## src/hw/rtl/plbe_pkg.sv

```systemverilog
// ----------------------------------------------------------------------------
// plbe_pkg
// Shared types and constants of the parallel led bit encoder.
// ----------------------------------------------------------------------------
package plbe_pkg;

	localparam int LANES_DEF   = 8;
	localparam int BYTE_W      = 8;
	localparam int RC_W        = 12;
	localparam int WORD_W      = 32;
	localparam int IN_TDATA_W  = 72;
	localparam int OUT_TDATA_W = 48;
	localparam int PADDR_W     = 3;

	// register index, taken from paddr[2]
	localparam logic REG_INVERT_MASK  = 1'b0;
	localparam logic REG_RESET_CYCLES = 1'b1;

	localparam logic [RC_W-1:0]   RESET_CYCLES_RST = RC_W'(240);
	localparam logic [BYTE_W-1:0] INVERT_MASK_RST  = '0;

	// one wire word on its way to the output stage
	typedef struct packed {
		logic              valid;
		logic              idle;
		logic              last;
		logic [BYTE_W-1:0] dbits;
		logic [BYTE_W-1:0] active;
		logic [RC_W-1:0]   rc;
	} plbe_word_t;

endpackage

```

## src/hw/rtl/plbe_out_stage.sv

```systemverilog
// ----------------------------------------------------------------------------
// plbe_out_stage
// Builds the four-step wire word and holds it in the output register.
// ----------------------------------------------------------------------------
module plbe_out_stage (
	input  logic                             clk,
	input  logic                             arst_n,
	input  logic                             adv,
	input  plbe_pkg::plbe_word_t             req,
	input  logic [plbe_pkg::BYTE_W-1:0]      inv,
	output logic                             m_tvalid,
	// [31:0] wire_word, [43:32] repeat_count, [47:44] zero
	output logic [plbe_pkg::OUT_TDATA_W-1:0] m_tdata,
	output logic                             m_tlast
);
	import plbe_pkg::*;

	logic              valid_s3;
	logic [WORD_W-1:0] word_s3;
	logic [RC_W-1:0]   rc_s3;
	logic              last_s3;
	logic [WORD_W-1:0] word_d;
	logic [BYTE_W-1:0] d_x;

	always_comb begin
		d_x = req.dbits ^ inv;
		if (req.idle) begin
			word_d = {inv, inv, inv, inv};
		end else begin
			word_d = {inv, d_x, d_x, req.active ^ inv};
		end
	end

	always_ff @(posedge clk or negedge arst_n) begin
		if (!arst_n) begin
			valid_s3 <= 1'b0;
		end else if (adv) begin
			valid_s3 <= req.valid;
		end
	end

	always_ff @(posedge clk) begin
		if (adv) begin
			word_s3 <= word_d;
			rc_s3   <= req.rc;
			last_s3 <= req.last;
		end
	end

	assign m_tvalid = valid_s3;
	assign m_tdata  = {(OUT_TDATA_W - WORD_W - RC_W)'(0), rc_s3, word_s3};
	assign m_tlast  = last_s3;

endmodule

```

## src/hw/rtl/parallel_led_bit_encoder.sv

```systemverilog
// ----------------------------------------------------------------------------
// parallel_led_bit_encoder
// Four-step LED waveform encoder for up to eight parallel lanes.
// ----------------------------------------------------------------------------
// Each accepted byte column with data yields eight wire words, one per bit
// position and MSB first; the last column of a frame adds one idle word when
// reset_cycles is non-zero. A column with an empty mask that is not the last
// one leaves with no output. The path is three register stages: column
// holding register and bit counter, bit-slice stage, and output register.
// The next column is taken in the cycle that the current one sends its final
// word, so columns follow without gaps. Configuration must be written only
// while the block is idle.
module parallel_led_bit_encoder #(
	parameter int LANES = plbe_pkg::LANES_DEF
) (
	input  logic                             clk,
	input  logic                             arst_n,
	// lane0_byte .. lane7_byte in [63:0], has_data_mask in [71:64]
	input  logic [plbe_pkg::IN_TDATA_W-1:0]  s_tdata,
	input  logic                             s_tvalid,
	input  logic                             s_tlast,
	output logic                             s_tready,
	// [31:0] wire_word, [43:32] repeat_count, [47:44] zero
	output logic [plbe_pkg::OUT_TDATA_W-1:0] m_tdata,
	output logic                             m_tvalid,
	output logic                             m_tlast,
	input  logic                             m_tready,
	input  logic                             psel,
	input  logic                             penable,
	input  logic                             pwrite,
	input  logic [plbe_pkg::PADDR_W-1:0]     paddr,
	input  logic [31:0]                      pwdata,
	output logic [31:0]                      prdata,
	output logic                             pready
);
	import plbe_pkg::*;

	localparam int MASK_LSB = 8 * BYTE_W;

	logic [BYTE_W-1:0] inv_q;
	logic [RC_W-1:0]   rc_q;

	logic                           valid_s1;
	logic [LANES-1:0][BYTE_W-1:0]   lane_s1;
	logic [BYTE_W-1:0]              active_s1;
	logic                           last_s1;
	logic [3:0]                     idx_q;

	plbe_word_t req_s2;
	plbe_word_t req_d;

	logic adv, has_data, rc_nz, emit, is_idle, final_word, consume, in_req;
	logic [2:0] bit_sel;

	// configuration port
	assign pready = 1'b1;

	always_ff @(posedge clk or negedge arst_n) begin
		if (!arst_n) begin
			inv_q <= INVERT_MASK_RST;
			rc_q  <= RESET_CYCLES_RST;
		end else if (psel && penable && pwrite) begin
			unique case (paddr[2])
				REG_INVERT_MASK:  inv_q <= pwdata[BYTE_W-1:0];
				REG_RESET_CYCLES: rc_q  <= pwdata[RC_W-1:0];
				default: ;
			endcase
		end
	end

	always_comb begin
		unique case (paddr[2])
			REG_INVERT_MASK:  prdata = 32'(inv_q);
			REG_RESET_CYCLES: prdata = 32'(rc_q);
			default:          prdata = '0;
		endcase
	end

	// column sequencing
	assign adv        = !m_tvalid || m_tready;
	assign has_data   = |active_s1;
	assign rc_nz      = |rc_q;
	assign emit       = valid_s1 && (has_data || last_s1);
	assign is_idle    = !has_data || idx_q[3];
	assign final_word = is_idle || (idx_q[2:0] == 3'd7 && !(last_s1 && rc_nz));
	assign consume    = valid_s1 && (!emit || (adv && final_word));
	assign s_tready   = !valid_s1 || consume;
	assign in_req     = s_tvalid && s_tready;
	assign bit_sel    = ~idx_q[2:0];

	always_ff @(posedge clk or negedge arst_n) begin
		if (!arst_n) begin
			valid_s1 <= 1'b0;
			idx_q    <= '0;
		end else begin
			if (in_req) begin
				valid_s1 <= 1'b1;
			end else if (consume) begin
				valid_s1 <= 1'b0;
			end
			if (consume) begin
				idx_q <= '0;
			end else if (emit && adv) begin
				idx_q <= idx_q + 4'd1;
			end
		end
	end

	always_ff @(posedge clk) begin
		if (in_req) begin
			for (int l = 0; l < LANES; l++) begin
				lane_s1[l] <= s_tdata[BYTE_W*l +: BYTE_W];
			end
			active_s1 <= BYTE_W'(s_tdata[MASK_LSB +: LANES]);
			last_s1   <= s_tlast;
		end
	end

	// bit slice of the current position across lanes
	always_comb begin
		req_d        = '0;
		req_d.valid  = emit;
		req_d.idle   = is_idle;
		req_d.active = active_s1;
		for (int l = 0; l < LANES; l++) begin
			req_d.dbits[l] = lane_s1[l][bit_sel] & active_s1[l];
		end
		if (is_idle) begin
			req_d.last = 1'b1;
			req_d.rc   = rc_nz ? rc_q : RC_W'(1);
		end else begin
			req_d.last = last_s1 && !rc_nz && (idx_q[2:0] == 3'd7);
			req_d.rc   = RC_W'(1);
		end
	end

	always_ff @(posedge clk or negedge arst_n) begin
		if (!arst_n) begin
			req_s2 <= '0;
		end else if (adv) begin
			req_s2 <= req_d;
		end
	end

	plbe_out_stage u_out (
		.clk      (clk),
		.arst_n   (arst_n),
		.adv      (adv),
		.req      (req_s2),
		.inv      (inv_q),
		.m_tvalid (m_tvalid),
		.m_tdata  (m_tdata),
		.m_tlast  (m_tlast)
	);

endmodule
```

## config.mk

```make
export PLATFORM = sky130hd
export DESIGN_NAME = parallel_led_bit_encoder
export DESIGN_NICKNAME = d
export VERILOG_FILES = /design/src/hw/rtl/plbe_pkg.sv /design/src/hw/rtl/plbe_out_stage.sv /design/src/hw/rtl/parallel_led_bit_encoder.sv
export SDC_FILE = /design/constraint.sdc
export NUM_CORES = 1
export LEC_CHECK = 0
export ABC_AREA = 0
export BUFFER_PORTS_ARGS = -buffer_cell sky130_fd_sc_hd__buf_4
export CELL_PAD_IN_SITES_DETAIL_PLACEMENT = 0
export CELL_PAD_IN_SITES_GLOBAL_PLACEMENT = 2
export CORE_MARGIN = 5
export CORE_UTILIZATION = 38
export CTS_CLUSTER_DIAMETER = 120
export DETAILED_ROUTE_END_ITERATION = 12
export PLACE_DENSITY_LB_ADDON = 0.1
export SKIP_CTS_REPAIR_TIMING = 1
export SYNTH_ARGS = -nofsm -noshare
export SYNTH_HDL_FRONTEND = slang
export SYNTH_HIERARCHICAL = 1
export SYNTH_SLANG_ARGS = --single-unit
```

## constraint.sdc

```tcl
create_clock -name clk -period 7.2 [get_ports clk]
set_input_delay 1.08 -clock clk [delete_from_list [all_inputs] [get_ports clk]]
set_output_delay 1.08 -clock clk [all_outputs]
set_load 0.05 [all_outputs]
```

# Word level (Yosys, flattened, before mapping)
# Index checks and enable logic that the tools add are counted.
# word_totals
out_inout_bits	84
register_bits	175
inputBits	115
elab_cells	93
# op_classes
n_lt_le_gt_ge	1
mux	25
bitwise	12
addsub	1
n_reduce_logical	29
n_eq_ne	1
# ops
op	count
$pmux 32 s2	1
$bmux 1 s3	8
$mux 12	2
$mux 24	1
$xor 8x8->8	2
$reduce_or 12->1	1
$logic_and 1x1->1	11
$mux 1	11
$and 1x1->1	8
$mux 4	2
$reduce_or 8->1	1
$logic_not 1->1	6
$logic_or 1x1->1	6
$add 4x1->4 const B	1
$lt 3x4->1 const B	1
$reduce_and 2->1	2
$reduce_bool 2->1	2
$eq 3x3->1 const B	1
$not 3->3	1
$not 1->1	1

# Depth between registers and ports, before layout
# depth
word_depth	11
mapped_depth	6
depth_no_buf	5

# Modules after synthesis
# The synthesis kept the hierarchy.
# by_module_without_submodules
module	seq_area_each_um2	cells_per_inst	area_per_inst_um2	instances
parallel_led_bit_encoder	3598.5	319	5270.1	1
plbe_out_stage	1136.1	85	1567.8	1

# Worst setup path before layout
# Ideal clock, no wire load.
# synth_path
kind	input-to-reg
startpoint	in m_tready
endpoint	reg active_s1[0], enable pin
setup_slack_ns	3.034
path_stages	6
arrival_time_ns	3.727
path_buffers	1
setup_time_ns	0.439
required_time_ns	6.761
path_cell_list	nor2b_1 -> buf_2 -> inv_2 -> a22oi_2 -> o221ai_4 -> and2_1
# synth_via
elab_chain_len	6
# synth_lines
item	line	source
start: declaration	parallel_led_bit_encoder.sv:27	input logic m_tready,
$logic_or 1x1->1	parallel_led_bit_encoder.sv:80	assign adv = !m_tvalid || m_tready;
$logic_and 1x1->1	parallel_led_bit_encoder.sv:86	assign consume = valid_s1 && (!emit || (adv && final_word));
$logic_or 1x1->1	parallel_led_bit_encoder.sv:86	
$logic_and 1x1->1	parallel_led_bit_encoder.sv:86	
$logic_or 1x1->1	parallel_led_bit_encoder.sv:87	assign s_tready = !valid_s1 || consume;
named net s_tready	parallel_led_bit_encoder.sv:22	output logic s_tready,
$logic_and 1x1->1	parallel_led_bit_encoder.sv:88	assign in_req = s_tvalid && s_tready;
named net in_req	parallel_led_bit_encoder.sv:52	logic adv, has_data, rc_nz, emit, is_idle, final_word, consume, in_req;
end signal: assignment	parallel_led_bit_encoder.sv:114	active_s1 <= BYTE_W'(s_tdata[MASK_LSB +: LANES]);
end: declaration	parallel_led_bit_encoder.sv:45	logic [BYTE_W-1:0] active_s1;
# The timed path passes the listed nets, and every way through them passes these cells.
# A chain may end at the register's enable or synchronous reset.

# Worst setup path in the final report
# layout_path
startpoint	reg idx_q[0]
endpoint	out s_tready
# layout_via
elab_chain_len	7
# layout_lines
item	line	source
start: declaration	parallel_led_bit_encoder.sv:47	logic [3:0] idx_q;
start signal: assignment	parallel_led_bit_encoder.sv:104	idx_q <= idx_q + 4'd1;
$eq 3x3->1	parallel_led_bit_encoder.sv:85	assign final_word = is_idle || (idx_q[2:0] == 3'd7 && !(last_s1 && rc_nz));
$logic_and 1x1->1	parallel_led_bit_encoder.sv:85	
$logic_or 1x1->1	parallel_led_bit_encoder.sv:85	
$logic_and 1x1->1	parallel_led_bit_encoder.sv:86	
$logic_or 1x1->1	parallel_led_bit_encoder.sv:86	
$logic_and 1x1->1	parallel_led_bit_encoder.sv:86	
$logic_or 1x1->1	parallel_led_bit_encoder.sv:87	
end: declaration	parallel_led_bit_encoder.sv:22	
# Every way passes these cells.

==> flow_summary.yaml <==
status:
  status: "finished clean"
clocking:
  clk_pin_slew_ps: 60
  htreeDepth: 4
  cts_root_buf: "clkbuf_16"
  cts_made_buffers: 17
  clk_latency_ps: 420
  ctsLongestPathBuffers: 2
  cts_tree: "yes"
  cts_sinks: 167
pwr:
  ir_worst_vdd_mv: 0.227
  power_density_nw_per_um2: 422
  power.leakage_nw: 3.48
setup_path:
  rr_endpoint: "lane_s1[33]"
  worst_ep_required_time_ps: 6120
  crit_chain: "ha_1, ha_1, nand2_1, o221ai_4, buf_4"
  worstRegToRegCells: 6
  r2r_setup_slack_ps: 3570
  critPathKind: "flip-flop to primary output"
  critPathMaxFanout: 20
  crit_arrival_ps: 2570
  end_kind: "primary output"
  crit_top_cell: "ha_1"
  reg2reg_from: "idx_q[0]"
  worst_path_dominant_cell_family: "flip-flops"
  slowest_stage: "dfrtp_1"
  timing.critical_path.buf_inv: 1
  slowest_delay_ps: 1030
  critPathLaunchType: "flip-flop"
placement:
  place_hpwl_um: 9800
  place_congestion: 0.746
  portBuffers: 151
  dp.cells: 762
synth:
  synth_async_sr_flop_share_pct: 34.1
  synth_edf_count: 110
  syn_area_um2: 6840
  synth_flop_cell: "edfxtp_1"
  ys_seq_area_share_pct: 69.2
  syn-instance-count: 404
  ys_ff_latch: 167
  synth.avg_cell_area_um2: 16.9
  yosysWarnings: 6
  synthDistinctLibCells: 44
layout:
  antenna_cells: 0
  fin_util_pct: 48.0
  syn_to_final_growth_pct: 25.2
  fin_cells: 794
  drive_gt1_share_pct: 42.8
  nets: 669
timing:
  fin_setup_tns_ps: 0
  skew_ps: 11.5
  setup_viol: 0
  tightest_slew_ps: 1050
  rsz0062_at_grt: "no"
  slew_headroom_pct: 29.9
  max_freq_mhz: 274
  report.final.slew_viol_count: 0
  period_needed_ps: 3650
  period_share_pct: 50.6
  hold_viol: 0
min_path:
  hold_depth: 0
  worstHoldEndpoint: "u_out/rc_s3[10]"
  hp-start: "req_s2[10]"
  hold_class: "flip-flop to flip-flop"
global_route:
  grt_pass1_vias: 3849
  grt_max_degree: 58
  antenna_found_initial: 0
  grt_usage_pct: 13.7
  grt_pass1_wl_um: 21100
  grt-ovfl-total: 0
die:
  std_cell_rows: 49
  dieArea_um2: 20800
  fp.dieW_um: 144
  core_area_um2: 17800
  ios: 199
  start_util_pct: 38.3
  dieHeight_um: 144
routing:
  met2WireLength_um: 6200
  wl_met3_um: 1250
  drt-vias-per-instance: 4.64
  firstDrtPassIters: 4
  maxUsedRoutingLayer: "met4"
  wl_um: 13800
  drc: 0
  wl_per_cell_um: 17.4
  ant_nets: 0
  drt_iter0_drc: 195
  dr_total_vias: 3683
  wl_met1_um: 6190
run:
  maxCapViolations: 0
-- worst max-delay path by stage --
| stage | cells past startpoint | start | end |
|---|---|---|---|
| after global placement | 8 | m_tready | lane_s1[47] |
| after floorplan | 6 | m_tready | active_s1[0] |
| after detailed placement | 8 | m_tready | lane_s1[52] |
| after CTS | 6 | idx_q[0] | lane_s1[33] |
| final | 5 | idx_q[0] | s_tready |
| after global routing | 6 | idx_q[0] | lane_s1[35] |
-- per-stage QoR --
step | total power [mW] | instance area [um2] | hold WS, ps | setup WS, ps
final | 3.61 | 8560 | 456 | 3550
after global routing | 3.79 | 8560 | 461 | 3280
after CTS | 3.67 | 8560 | 454 | 3450
after detailed placement | 2.82 | 8020 | 432 | 3240
after global placement | 2.80 | 8020 | 433 | 3340
after floorplan | 2.50 | 6920 | 425 | 3030
-- synthesized netlist by cell type (all sizes together) (5+ instances only) --
master  count  area (um2)
a22o       11        96.3
edfxtp    110        3300
mux2i       8        80.1
buf        44         335
and2        5        31.3
xnor2      16         140
nand2b     18         188
nor4        5        67.6
nand2      40         150
o21ai      12        60.1
mux4       16         394
dfrtp      53        1330
mux2       29         327
-- registers in the layout, summed over array words and instances (netlist names) --
signal          cells
inv_q               8
u_out/word_s3      24
req_s2             31
active_s1           8
u_out/m_tvalid      1
last_s1             1
valid_s1            1
u_out/rc_s3        12
u_out/m_tlast       1
idx_q               4
lane_s1            64
rc_q               12
-- cells by family (layout without fill, tap and decap cells) --
group | after synthesis | after routing | share of synthesized area, %
compound gates | 34 | 34 | 3.90
mux | 53 | 53 | 11.7
xor+xnor | 16 | 16 | 2.05
fa+ha+maj | 2 | 2 | 0.366
other cells | 3 | 25 | 0.165
buf+inv | 50 | 189 | 5.23
simple gates | 79 | 79 | 7.34
flops | 167 | 167 | 69.2
-- report_power, final --
group / switching [mW] / internal, mW
Sequential: 0.205 / 1.33
Combinational: 0.768 / 0.471
Clock: 0.360 / 0.474
Total: 1.33 / 2.28
-- cell usage in the layout (no fill, tap or decap), types with 2 or more instances in the layout --
cell type   Yosys  layout
nor4_4          2       2
clkbuf_16       0      17
dfrtp_1        53      53
nand2b_1        8       8
nand2b_4       10      10
clkbuf_1        3       3
dfstp_2         4       4
clkinv_2        0       2
clkinvlp_4      0       2
nor4_1          2       2
o21ai_1        10      10
nor2_1          3       3
conb_1          3      25
nand2_1        40      40
nand3_1         3       3
xnor2_1        16      16
inv_1           2       2
clkinv_1        0       2
mux2i_1         8       8
edfxtp_1      110     110
ha_1            2       2
mux4_2          7       7
mux2_2         29      29
clkinv_4        0       5
o21ai_0         2       2
and2_1          5       4
a31oi_1         2       2
a22o_1         11      11
mux4_1          9       9
buf_4          33     154
-- metal layers --
| metal | GRT usage [%] | up-vias |
|---|---|---|
| met5 | 0 | - |
| met4 | 4.71 | 0 |
| met3 | 5.26 | 13 |
| met2 | 20.3 | 140 |
| met1 | 18.6 | 1795 |
| li1 | - | 1735 |
-- area by class of cell --
cell class                 count  area (um2)
clock buffer                  20         437
clock inverter                12         106
fill                        1574        9280
inverter                       3        11.3
multi-input combinational    209        1830
sequential                   167        4730
tap                          229         287
timing repair buffer         154        1160
(Power assumes the default switching activity.)
